<file path="config.mk">
export PLATFORM = sky130hd
export DESIGN_NAME = matrix_core_issue_sequencer_unit
export DESIGN_NICKNAME = d
export VERILOG_FILES = /design/src/rtl/mcis_pkg.sv /design/src/rtl/mcis_step.sv /design/src/rtl/matrix_core_issue_sequencer_unit.sv
export SDC_FILE = /design/constraint.sdc
export NUM_CORES = 1
export LEC_CHECK = 0
export ABC_AREA = 1
export BUFFER_PORTS_ARGS = -buffer_cell sky130_fd_sc_hd__buf_4
export CAP_MARGIN = 20
export CORE_ASPECT_RATIO = 1.25
export CORE_MARGIN = 4
export CORE_UTILIZATION = 44
export DETAILED_ROUTE_END_ITERATION = 7
export GPL_ROUTABILITY_DRIVEN = 0
export PLACE_DENSITY_LB_ADDON = 0.1
export SLEW_MARGIN = 20
export SYNTH_ARGS = -nofsm -noshare
export SYNTH_HDL_FRONTEND = slang
export SYNTH_SLANG_ARGS = --single-unit
</file>
<file path="constraint.sdc">
create_clock -name clk -period 4.5 [get_ports clk]
set_input_delay 0.45 -clock clk [delete_from_list [all_inputs] [get_ports clk]]
set_output_delay 0.45 -clock clk [all_outputs]
set_load 0.02 [all_outputs]
</file>
<file path="src/rtl/mcis_pkg.sv">
// Shared types and constants for the matrix core issue sequencer.
// No dependencies; imported by mcis_step and the top level.
package mcis_pkg;

    localparam int MAX_WIDTH  = 256;
    localparam int PROG_DEPTH = 1024;
    localparam int CNT_W      = $clog2(MAX_WIDTH);
    localparam int PC_W       = $clog2(PROG_DEPTH);
    localparam int DW_W       = 9;
    localparam int PL_W       = 11;

    // control state codes
    localparam logic [3:0] ST_INIT   = 4'd0;
    localparam logic [3:0] ST_READY  = 4'd1;
    localparam logic [3:0] ST_NEXT   = 4'd2;
    localparam logic [3:0] ST_STOP   = 4'd3;
    localparam logic [3:0] ST_ACCESS = 4'd4;
    localparam logic [3:0] ST_P0XX   = 4'd5;
    localparam logic [3:0] ST_P01X   = 4'd6;
    localparam logic [3:0] ST_PX0X   = 4'd7;
    localparam logic [3:0] ST_PXX0   = 4'd8;
    localparam logic [3:0] ST_PX01   = 4'd9;
    localparam logic [3:0] ST_P012   = 4'd10;

    // instruction classes
    localparam logic [1:0] CLS_OTHER = 2'd0;
    localparam logic [1:0] CLS_UNIT  = 2'd1;
    localparam logic [1:0] CLS_MEM   = 2'd2;
    localparam logic [1:0] CLS_HALT  = 2'd3;

    // configuration register indexes
    localparam logic REG_DIAG_WIDTH = 1'b0;
    localparam logic REG_PROG_LEN   = 1'b1;

    typedef struct packed {
        logic [3:0]       ctrl;
        logic [PC_W-1:0]  pc;
        logic [CNT_W-1:0] diag;
        logic             overrun;
    } seq_state_t;

    typedef struct packed {
        logic [DW_W-1:0] diag_width;
        logic [PL_W-1:0] program_length;
    } seq_cfg_t;

    // result word, last field in the lowest bits
    typedef struct packed {
        logic [6:0]       pad;
        logic [CNT_W-1:0] diag_step;
        logic             overrun_error;
        logic             done_res;
        logic             advanced;
        logic [PC_W-1:0]  prog_counter;
        logic [3:0]       ctrl_state;
    } result_t;

endpackage

</file>
<file path="src/rtl/mcis_step.sv">
// Next-state logic for one tick of the issue sequencer.
// Depends on mcis_pkg.
module mcis_step
(
    input  mcis_pkg::seq_state_t cur,
    input  mcis_pkg::seq_cfg_t   cfg,
    input  logic [1:0]           inst_class,
    input  logic                 next_is_unit,
    output mcis_pkg::seq_state_t nxt,
    output logic                 advanced
);
    import mcis_pkg::*;

    logic [DW_W-1:0]  width_eff;
    logic [PL_W-1:0]  len_eff;
    logic [CNT_W-1:0] last_step;
    logic [PL_W-1:0]  pc_inc;
    logic             has_next;
    logic             nu;
    logic             at_end;
    logic [3:0]       ns;
    logic [CNT_W-1:0] nc;
    logic             adv;

    always_comb
    begin
        // clamp registers to their working range
        if (cfg.diag_width == '0)
            width_eff = DW_W'(1);
        else if (cfg.diag_width > DW_W'(MAX_WIDTH))
            width_eff = DW_W'(MAX_WIDTH);
        else
            width_eff = cfg.diag_width;

        if (cfg.program_length == '0)
            len_eff = PL_W'(1);
        else if (cfg.program_length > PL_W'(PROG_DEPTH))
            len_eff = PL_W'(PROG_DEPTH);
        else
            len_eff = cfg.program_length;
    end

    assign last_step = CNT_W'(width_eff - DW_W'(1));
    assign pc_inc    = PL_W'(cur.pc) + PL_W'(1);
    assign has_next  = pc_inc < len_eff;
    assign nu        = next_is_unit && has_next;
    assign at_end    = cur.diag == last_step;

    always_comb
    begin
        ns  = cur.ctrl;
        nc  = cur.diag;
        adv = 1'b0;
        unique case (cur.ctrl)
            ST_INIT:
                ns = ST_READY;
            ST_READY:
            begin
                unique case (inst_class)
                    CLS_UNIT:
                    begin
                        ns = ST_P0XX;
                        nc = '0;
                    end
                    CLS_MEM:
                    begin
                        ns = ST_ACCESS;
                        nc = '0;
                    end
                    CLS_HALT:  ns = ST_STOP;
                    CLS_OTHER: ns = ST_NEXT;
                    default:   ns = ST_NEXT;
                endcase
            end
            ST_NEXT:
            begin
                adv = 1'b1;
                ns  = ST_READY;
            end
            ST_STOP:
                ns = ST_STOP;
            ST_ACCESS, ST_PXX0:
            begin
                if (at_end)
                    ns = ST_NEXT;
                else
                    nc = cur.diag + CNT_W'(1);
            end
            ST_P0XX, ST_P01X, ST_P012:
            begin
                if (at_end)
                begin
                    if (nu)
                    begin
                        ns  = (cur.ctrl == ST_P0XX) ? ST_P01X : ST_P012;
                        adv = 1'b1;
                    end
                    else
                    begin
                        ns = (cur.ctrl == ST_P0XX) ? ST_PX0X : ST_PX01;
                    end
                    nc = '0;
                end
                else
                begin
                    nc = cur.diag + CNT_W'(1);
                end
            end
            ST_PX0X, ST_PX01:
            begin
                if (at_end)
                begin
                    ns = ST_PXX0;
                    nc = '0;
                end
                else
                begin
                    nc = cur.diag + CNT_W'(1);
                end
            end
            default:
                ns = ST_STOP;
        endcase
    end

    always_comb
    begin
        nxt      = cur;
        advanced = 1'b0;
        priority if (cur.overrun)
        begin
            nxt = cur;
        end
        else if (adv && !has_next)
        begin
            nxt.overrun = 1'b1;
        end
        else
        begin
            nxt.ctrl = ns;
            nxt.diag = nc;
            if (adv)
                nxt.pc = pc_inc[PC_W-1:0];
            advanced = adv;
        end
    end

endmodule

</file>
<file path="src/rtl/matrix_core_issue_sequencer_unit.sv">
// Top level of the matrix core issue sequencer: tick stream in, status word out,
// APB register port. Depends on mcis_pkg and mcis_step.
//
// Usage:
//   Slave stream (s_*): one word per clock tick of the sequenced program,
//   carrying the class of the instruction at the program counter and whether
//   the instruction after it is a unit operation.
//   Master stream (m_*): one status word per accepted tick, giving the control
//   state, program counter, advance strobe, stop flag, overrun flag and
//   diagonal step as they stand after that tick.
//   APB port: diag_width at 0x0, program_length at 0x4; write only while the
//   block is idle.
// Each accepted word's status word is registered (output or skid register).
//   Throughput: one word per cycle while m_tready is high; each tick is one
//   mcis_step pass between the state registers and the output register.
// Stalls: a two-entry output buffer (output register plus skid register)
//   keeps s_tready high for one more word after m_tready drops; it falls only
//   when both entries are full.
// Reset: state goes to init with program counter, diagonal step and overrun
//   flag cleared; diag_width returns to 16 and program_length to 1024.
// Once overrun is flagged, all sequencer state freezes until reset.
module matrix_core_issue_sequencer_unit
(
    input  logic        clk,
    input  logic        rst_n,
    // slave stream: [1:0] inst_class, [2] next_is_unit, [7:3] zero
    input  logic        s_tvalid,
    output logic        s_tready,
    input  logic [7:0]  s_tdata,
    // master stream: [3:0] ctrl_state, [13:4] prog_counter, [14] advanced,
    // [15] done_res, [16] overrun_error, [24:17] diag_step, [31:25] zero
    output logic        m_tvalid,
    input  logic        m_tready,
    output logic [31:0] m_tdata,
    // register port
    input  logic        psel,
    input  logic        penable,
    input  logic        pwrite,
    input  logic [2:0]  paddr,
    input  logic [31:0] pwdata,
    output logic [31:0] prdata,
    output logic        pready
);
    import mcis_pkg::*;

    seq_state_t state_reg;
    seq_state_t state_next;
    seq_cfg_t   cfg_reg;
    logic       adv;
    logic       s_accept;
    logic       cfg_write;
    result_t    res_new;
    result_t    out_reg;
    result_t    skid_reg;
    logic       out_valid_reg;
    logic       skid_valid_reg;

    // ---------------- register port ----------------
    assign pready    = 1'b1;
    assign cfg_write = psel && penable && pwrite && pready;

    always_comb
    begin
        unique case (paddr[2])
            REG_DIAG_WIDTH: prdata = 32'(cfg_reg.diag_width);
            REG_PROG_LEN:   prdata = 32'(cfg_reg.program_length);
            default:        prdata = '0;
        endcase
    end

    always_ff @(posedge clk or negedge rst_n)
    begin
        if (!rst_n)
        begin
            cfg_reg.diag_width     <= DW_W'(16);
            cfg_reg.program_length <= PL_W'(1024);
        end
        else if (cfg_write)
        begin
            if (paddr[2] == REG_DIAG_WIDTH)
                cfg_reg.diag_width <= pwdata[DW_W-1:0];
            else
                cfg_reg.program_length <= pwdata[PL_W-1:0];
        end
    end

    // ---------------- sequencer ----------------
    // Take a new word whenever the skid entry is free.
    assign s_tready = !skid_valid_reg;
    assign s_accept = s_tvalid && s_tready;

    mcis_step u_step
    (
        .cur          (state_reg),
        .cfg          (cfg_reg),
        .inst_class   (s_tdata[1:0]),
        .next_is_unit (s_tdata[2]),
        .nxt          (state_next),
        .advanced     (adv)
    );

    always_ff @(posedge clk or negedge rst_n)
    begin
        if (!rst_n)
        begin
            state_reg.ctrl    <= ST_INIT;
            state_reg.pc      <= '0;
            state_reg.diag    <= '0;
            state_reg.overrun <= 1'b0;
        end
        else if (s_accept)
        begin
            state_reg <= state_next;
        end
    end

    // Status word reflects the state after this tick.
    always_comb
    begin
        res_new               = '0;
        res_new.ctrl_state    = state_next.ctrl;
        res_new.prog_counter  = state_next.pc;
        res_new.advanced      = adv;
        res_new.done_res      = state_next.ctrl == ST_STOP;
        res_new.overrun_error = state_next.overrun;
        res_new.diag_step     = state_next.diag;
    end

    // ---------------- output buffer ----------------
    always_ff @(posedge clk or negedge rst_n)
    begin
        if (!rst_n)
        begin
            out_valid_reg  <= 1'b0;
            skid_valid_reg <= 1'b0;
        end
        else
        begin
            if (!out_valid_reg || m_tready)
            begin
                // output slot frees: refill from skid first, else from the new word
                if (skid_valid_reg)
                begin
                    out_valid_reg  <= 1'b1;
                    skid_valid_reg <= 1'b0;
                end
                else
                begin
                    out_valid_reg <= s_accept;
                end
            end
            else if (s_accept)
            begin
                // hold the new word aside while the receiver stalls
                skid_valid_reg <= 1'b1;
            end
        end
    end

    always_ff @(posedge clk)
    begin
        if (!out_valid_reg || m_tready)
        begin
            if (skid_valid_reg)
                out_reg <= skid_reg;
            else if (s_accept)
                out_reg <= res_new;
        end
        if (out_valid_reg && !m_tready && s_accept)
            skid_reg <= res_new;
    end

    assign m_tvalid = out_valid_reg;
    assign m_tdata  = out_reg;

    // ---------------- assertions ----------------
    a_overrun_sticky: assert property (@(posedge clk) disable iff (!rst_n)
        state_reg.overrun |=> state_reg.overrun)
        else $error("overrun flag cleared without reset");

    a_overrun_freeze: assert property (@(posedge clk) disable iff (!rst_n)
        state_reg.overrun |=> $stable(state_reg.ctrl) && $stable(state_reg.pc)
                              && $stable(state_reg.diag))
        else $error("sequencer state moved while frozen");

    a_hold_when_idle: assert property (@(posedge clk) disable iff (!rst_n)
        !s_accept |=> $stable(state_reg))
        else $error("sequencer state moved without an accepted word");

    a_skid_order: assert property (@(posedge clk) disable iff (!rst_n)
        skid_valid_reg |-> out_valid_reg)
        else $error("skid entry occupied while output register empty");

endmodule
</file>
==> metrics.md, run 1 <==
| Metric | Value |
|---|---|
| Max VDD drop | 0.0002218 V |
| Initial Utilization | 45.50% |
| Chip width | 108.8 um |
| CP max FO | 9 |
| Post-layout minimum cycle time | 3.844 ns |
| RSZ-0062 raised after global routing | false |
| Area after DPL | 6073 um2 |
| CTS tree | done |
| Critical Path RT | 4.58 ns |
| Hold_ws | 0.1199 ns |
| # Max-Cap Violations | 0 |
| WL/cell | 12.90 um |
| Area fraction of the dominant cell type after synthesis | 26.88% |
| Routed Antenna Nets | 0 |
| Post-CTS Hold Buffers | 0 |
| Startpoint types | flip-flop |
| Placed wire-length estimate | 8.918 mm |
| Final Hold Viols | 0 |
| Area Overhead vs Synth | 13.96% |
| Largest net degree at the start of global routing | 46 |
| Clock net sink count | 95 |
| P per Cell Area | 441.5 nW/um2 |
| Setup Fix Bufs, Post-CTS | 0 |
| Final wirelength | 11.68 mm |
| Vias in the first global route | 4153 |
| DR pass1 iterations | 5 |
| Crit. End Element | flip-flop |
| Vias per cell | 4.849 |
| CP arrival | 3.92 ns |
| Maximum root-to-sink buffer count | 2 |
| Final setup fails | 0 |
| Commonest non-fill, non-tap cell in the layout | nand2_1 |
| Final Instance Area | 6365 um2 |
| Post-synth ARST share | 47.37% |
| Vert. Die Dim | 134.0 um |
| Root Driver | clkbuf_16 |
| Critical path type | reg -> reg |
| Sequential share of the synthesized area | 47.09% |
| Clock latency on the worst-skew pair | 0.35 ns |
| Layout cells sized above 1 | 16.17% |
| Final clock skew | 0.01077 ns |
| Top_reg_cell synth | edfxtp_1 |
| FP Rows | 45 |
| Post-route DRC | 0 |
| Post-route setup TNS | 0 ns |
| DIE AREA | 14570 um2 |
| Initial drt markers | 199 |
| Final #Nets | 803 |
| Tcrit/Tclk final | 85.43% |
| Boundary Pins | 117 |
| Max Freq | 260.1 MHz |
| Largest cells by area after synthesis | edfxtp_1, dfrtp_1, nand2_1, inv_1, o21ai_0 |
| Dominant cell type by area after synthesis | edfxtp_1 |
| Antenna violations before repair | 0 |
| Average size of a mapped cell | 8.202 um2 |
| Core Footprint | 12270 um2 |
| Highest-count cells in the layout ignoring fill and taps | nand2_1, inv_1, buf_4 |
| HP Class | in -> async |
| Total gr overflow | 0 |
| Synth cell types | 45 |
| Port bufs | 59 |
| GRT Overall Usage | 16.83% |
| Clock buffer count from CTS | 9 |
| Leakage | 3.037 nW |
| H-tree depth | 3 |
| Tightest Pin Transition | 0.8898 ns |
| Synthesized area | 5585 um2 |
| Via count | 4393 |
| Global-route wire length before repair | 19.67 mm |
| Reg clk slew, reported paths | 0.08 ns |
| YS warnings | 0 |
| N_diodes | 0 |
| Yosys reg bits | 95 |
| Final Slew Violations | 0 |
| Relative slew slack | 40.62% |
| CTS-repair resized insts | 0 |
| Outcome | finished clean |
| Number of flops mapped to enable cells by yosys | 50 |
| Mapped Cells | 681 |
cell type report:
cell class	count	area [um2]
clock buffer	9	225.2
clock inverter	7	61.31
fill	1208	5909
inverter	87	331.6
multi-input combinational	483	2454
sequential	95	2630
tap	164	205.2
timing repair buffer	61	457.9
cell families (layout without fill, tap and decap cells):
logic type | after synthesis | count (layout) | synth area share [%]
other | 2 | 29 | 0.1345
buffers and inverters | 130 | 164 | 10.98
AO/OA/AOI/OAI | 98 | 98 | 10.98
adder cells (fa/ha/maj) | 16 | 16 | 3.584
AND/OR/NAND/NOR | 323 | 323 | 24.26
flip-flops | 95 | 95 | 47.09
XOR/XNOR | 16 | 16 | 2.778
multiplexers | 1 | 1 | 0.2016
stage by stage:
| step | util [%] | cells | power, W | setup WS [ns] |
|---|---|---|---|---|
| final | 51.86 | 906 | 0.002810 | 0.6558 |
| after global placement | 49.48 | 890 | 0.002056 | 0.7644 |
| after CTS | 51.81 | 906 | 0.002830 | 0.6240 |
| after global routing | 51.86 | 906 | 0.003002 | 0.2805 |
| after detailed placement | 49.48 | 890 | 0.002082 | 0.6437 |
| after floorplan | - | 708 | 0.001837 | 1.336 |
metal layers:
layer | track usage [%] | share of wire (%)
met1 | 22.97 | 47
met2 | 26.84 | 46
met3 | 3.418 | 4.9
met4 | 5.333 | 2.0
met5 | 0 | 0
worst max-delay path, cell delays in order, from the launching register on:
cell	delay (ns)
dfrtp_1	0.39
inv_1	0.08
nor3_1	0.30
inv_1	0.07
nor3_1	0.24
nand2_1	0.13
nor3_1	0.22
xor2_1	0.23
ha_1	0.27
nand2_1	0.09
inv_1	0.05
nand3_1	0.09
inv_1	0.05
a21oi_1	0.16
nand2_1	0.18
nor2_2	0.17
nand4_1	0.14
nand2_2	0.12
nand2_4	0.11
o21ai_0	0.35
o21ai_0	0.15
cells in the mapped netlist, types with 2 or more instances:
library cell and instances:
xnor2_1 4, nand2_1 211, a31oi_1 4, nand3_2 2, inv_1 75, nor2_1 52, dfrtp_1 43, buf_4 29
o22ai_1 3, clkinv_1 2, nand2_2 3, o21ai_2 5, buf_1 2, nand3_1 32, o22ai_2 6, ha_1 16
nor3_1 7, o21ai_0 55, a21oi_1 11, nand3b_1 4, o21ai_1 9, nor2_2 2, conb_1 2, xor2_1 10
and3_1 2, edfxtp_1 50, inv_2 9, clkbuf_1 11, dfstp_2 2, nand4_1 3
worst paths after layout:
kind / slack (ns) / depth (start not counted) / to / start
worst max-delay path: 0.66 / 20 / m_tdata[5] / state_reg[11]
worst min-delay path: 0.12 / 1 / state_reg[19] / rst_n
worst max register to register: 0.66 / 20 / m_tdata[5] / state_reg[11]
worst min register to register: 0.52 / 2 / cfg_reg[0] / cfg_reg[0]
max in group asynchronous: 3.96 / 1 / state_reg[15] / rst_n
min in group clk: 0.34 / 2 / cfg_reg[9] / pwdata[9]
power by group:
group,internal [W],switching [W]
combinational,0.000324,0.000584
sequential,0.00106,0.0000988
clock,0.000386,0.000359
total,0.00177,0.00104
Power figures use the tool's default switching activity.
==> run 2: changes to the inputs <==
--- a/config.mk
+++ b/config.mk
@@ -13,7 +13,7 @@
 export CORE_UTILIZATION = 44
 export DETAILED_ROUTE_END_ITERATION = 7
 export GPL_ROUTABILITY_DRIVEN = 0
-export PLACE_DENSITY_LB_ADDON = 0.1
+export PLACE_DENSITY = 0.63
 export SLEW_MARGIN = 20
 export SYNTH_ARGS = -nofsm -noshare
 export SYNTH_HDL_FRONTEND = slang
==> run 2 against run 1 <==
First-iteration DRC count grew 20%. Largest cell class unchanged. Utilization increased by 0.082 points. Critical endpoint is now m_tdata[10]. Count of clock-buffer cells in the layout grew 1. Largest power group unchanged. Sequential power is essentially flat. Power decreased by 0.32%.
==> metrics.md, run 2 (same netlist as run 1, synthesis figures left out) <==
| Metric | Value |
|---|---|
| Outcome | finished clean |
| Port bufs | 59 (unchanged) |
| Fill cells | 1182 (-2.2%) |
| Via count | 4297 (-2.2%) |
| HP Class | in -> async |
| CTS-repair resized insts | 0 (unchanged) |
| Placed wire-length estimate | 8.730 mm (-2.1%) |
| Post-route setup TNS | 0 ns (unchanged) |
| GRT Overall Usage | 16.19% (-0.64 points) |
| Layout cells sized above 1 | 16.17% (unchanged) |
| Critical path type | reg -> reg |
| Crit-path cells | inv_1 -> nor3_1 -> inv_1 -> nor3_1 -> nand2_1 -> nor3_1 -> xor2_1 -> ha_1 -> nand2_1 -> inv_1 -> nand3_1 -> inv_1 -> a21oi_1 -> nand2_1 -> nor2_2 -> nand4_1 -> nand2_2 -> nand2_4 -> clkinv_4 -> nand2_1 -> o21ai_1 -> o21ai_0 |
| Clock buffer count from CTS | 9 (unchanged) |
| M3 GR Usage | 2.311% (-1.1 points) |
| Comb pwr share | 32.0% (-0.3 points) |
| Reg clk slew, reported paths | 0.07 ns (about the same) |
| Final Hold Viols | 0 (unchanged) |
| Area after DPL | 6073 um2 (unchanged) |
| Vias per cell | 4.743 (-2.2%) |
| RSZ-0062 raised after global routing | false |
| Final Slew Violations | 0 (unchanged) |
| CP max FO | 12 (+3) |
| DIE AREA | 14570 um2 (unchanged) |
| Root Driver | clkbuf_16 |
| Post-CTS Hold Buffers | 0 (unchanged) |
| H-tree depth | 3 (unchanged) |
| Global-route wire length before repair | 18.85 mm (-4.1%) |
| Highest-count cells in the layout ignoring fill and taps | nand2_1, inv_1, buf_4 |
| # Max-Cap Violations | 0 (unchanged) |
| N_diodes | 0 (unchanged) |
| Core Footprint | 12270 um2 (unchanged) |
| R2R depth | 22 (+10%) |
| Maximum root-to-sink buffer count | 2 (unchanged) |
| CP arrival | 3.81 ns (-0.11 ns) |
| Clock net sink count | 95 (unchanged) |
| Boundary Pins | 117 (unchanged) |
| DR pass1 iterations | 4 (-1) |
| Slowest library cell on the worst path | dfrtp_1 |
| Crit. End Element | flip-flop |
| Sw Share | 36.28% (-0.80 points) |
| Final #Nets | 803 (unchanged) |
| Post-route DRC | 0 (unchanged) |
| Chip width | 108.8 um (unchanged) |
| Relative slew slack | 40.74% (+0.12 points) |
| Setup Fix Bufs, Post-CTS | 0 (unchanged) |
| Final setup fails | 0 (unchanged) |
| Tightest Pin Transition | 0.8879 ns (-0.001837 ns) |
| Largest net degree at the start of global routing | 46 (unchanged) |
| Initial Utilization | 45.50% (unchanged) |
| Area Overhead vs Synth | 14.14% |
| Met1 usage | 20.75% (-2.2 points) |
| Tcrit/Tclk final | 83.24% (-2.2 points) |
| Post-layout minimum cycle time | 3.746 ns (-0.09864 ns) |
| Clock latency on the worst-skew pair | 0.34 ns (about the same) |
| Total gr overflow | 0 (unchanged) |
| Clock share of power | 26.5% (about the same) |
| Cell internal pwr | 0.001785 W (+0.96%) |
| Final Instance Area | 6375 um2 (+0.16%) |
| Sequential share of power | 41.5% (+0.3 points) |
| WL/cell | 12.46 um (-3.4%) |
| FP Rows | 45 (unchanged) |
| Final clock skew | 0.007303 ns (-0.003463 ns) |
| Initial drt markers | 238 (+20%) |
| Final wirelength | 11.29 mm (-3.4%) |
| Met2 GRT Util | 27.25% (+0.41 points) |
| Max VDD drop | 0.0002342 V (+5.6%) |
| Commonest non-fill, non-tap cell in the layout | nand2_1 |
| Vert. Die Dim | 134.0 um (unchanged) |
| GRT busiest layer | met2 |
| Max incr delay on CP | 0.38 ns (about the same) |
| Antenna violations before repair | 0 (unchanged) |
| Routed Antenna Nets | 0 (unchanged) |
| Net Sw Power | 0.001016 W (-2.5%) |
| Critical Path RT | 4.56 ns (-0.02 ns) |
| Startpoint types | flip-flop |
| Max Freq | 267.0 MHz (+2.6%) |
| Vias in the first global route | 4127 (-0.63%) |
| P per Cell Area | 439.4 nW/um2 (-0.48%) |
| CTS tree | done |
| Leakage | 3.049 nW (+0.40%) |
-- run 2: cell count changes in the layout (fill, tap and decap cells not counted), sizes merged --
cell / previous run / this run
clkinvlp: 2 / 0
clkbuf: 9 / 10
clkinv: 4 / 5
-- run 2: cell type report --
class | instances | area [um2] | share of cell area, %
repair buffers | 61 | 457.9 | 7.184
multi-input cells | 483 | 2454 | 38.49
well taps | 164 | 205.2 | 3.219
flip-flops and latches | 95 | 2630 | 41.26
inverters | 87 | 331.6 | 5.201
clock buffers | 10 | 239.0 | 3.749
clock inverters | 6 | 57.56 | 0.9028
-- run 2: worst paths after layout --
check / start / endpoint / slack, ns
max in group asynchronous: rst_n / state_reg[12] / 3.97
hold / removal: rst_n / cfg_reg[12] / 0.11
min in group clk: pwdata[9] / cfg_reg[9] / 0.36
setup reg to reg: state_reg[11] / m_tdata[10] / 0.75
hold reg to reg: skid_reg[4] / m_tdata[4] / 0.52
setup / recovery: state_reg[11] / m_tdata[10] / 0.75
-- run 2: worst max-delay path: cells and delay by family, from the launching register on --
family                     cells  cell delay, ns
adders and majority gates      1            0.26
and+or+nand+nor               12            1.78
AOI/OAI and AO/OA              3            0.42
xor gates and xnor gates       1            0.24
DFF                            1            0.38
buffers and inverters          5            0.37
-- run 2: stage by stage --
| step | cells | setup slack, ns | power [W] | util, % | hold WS, ns |
|---|---|---|---|---|---|
| floorplan | 708 | 1.336 | 0.001837 | - | 0.1544 |
| global placement | 890 | 0.8127 | 0.002051 | 49.48 | 0.4976 |
| detailed placement | 890 | 0.7078 | 0.002078 | 49.48 | 0.5033 |
| CTS | 906 | 0.6926 | 0.002834 | 51.90 | 0.1330 |
| global route | 906 | 0.3573 | 0.003007 | 51.94 | 0.1588 |
| finish | 906 | 0.7544 | 0.002801 | 51.94 | 0.1113 |
-- run 2: metal layers --
| metal | share of wire (%) | routed length (um) |
|---|---|---|
| met5 | 0 | 0 |
| met4 | 1.2 | 136 |
| met3 | 4.5 | 510 |
| met2 | 49 | 5550 |
| met1 | 45 | 5089 |
-- run 2: power groups by stage --
stage	Sequential [W]	Combinational [W]	Clock, W
final	0.00116	0.000896	0.000742
after global routing	0.00118	0.00103	0.000801
after CTS	0.00116	0.000903	0.000766
after detailed placement	0.00118	0.000896	0
after global placement	0.00118	0.000876	0
after floorplan	0.00118	0.000654	0
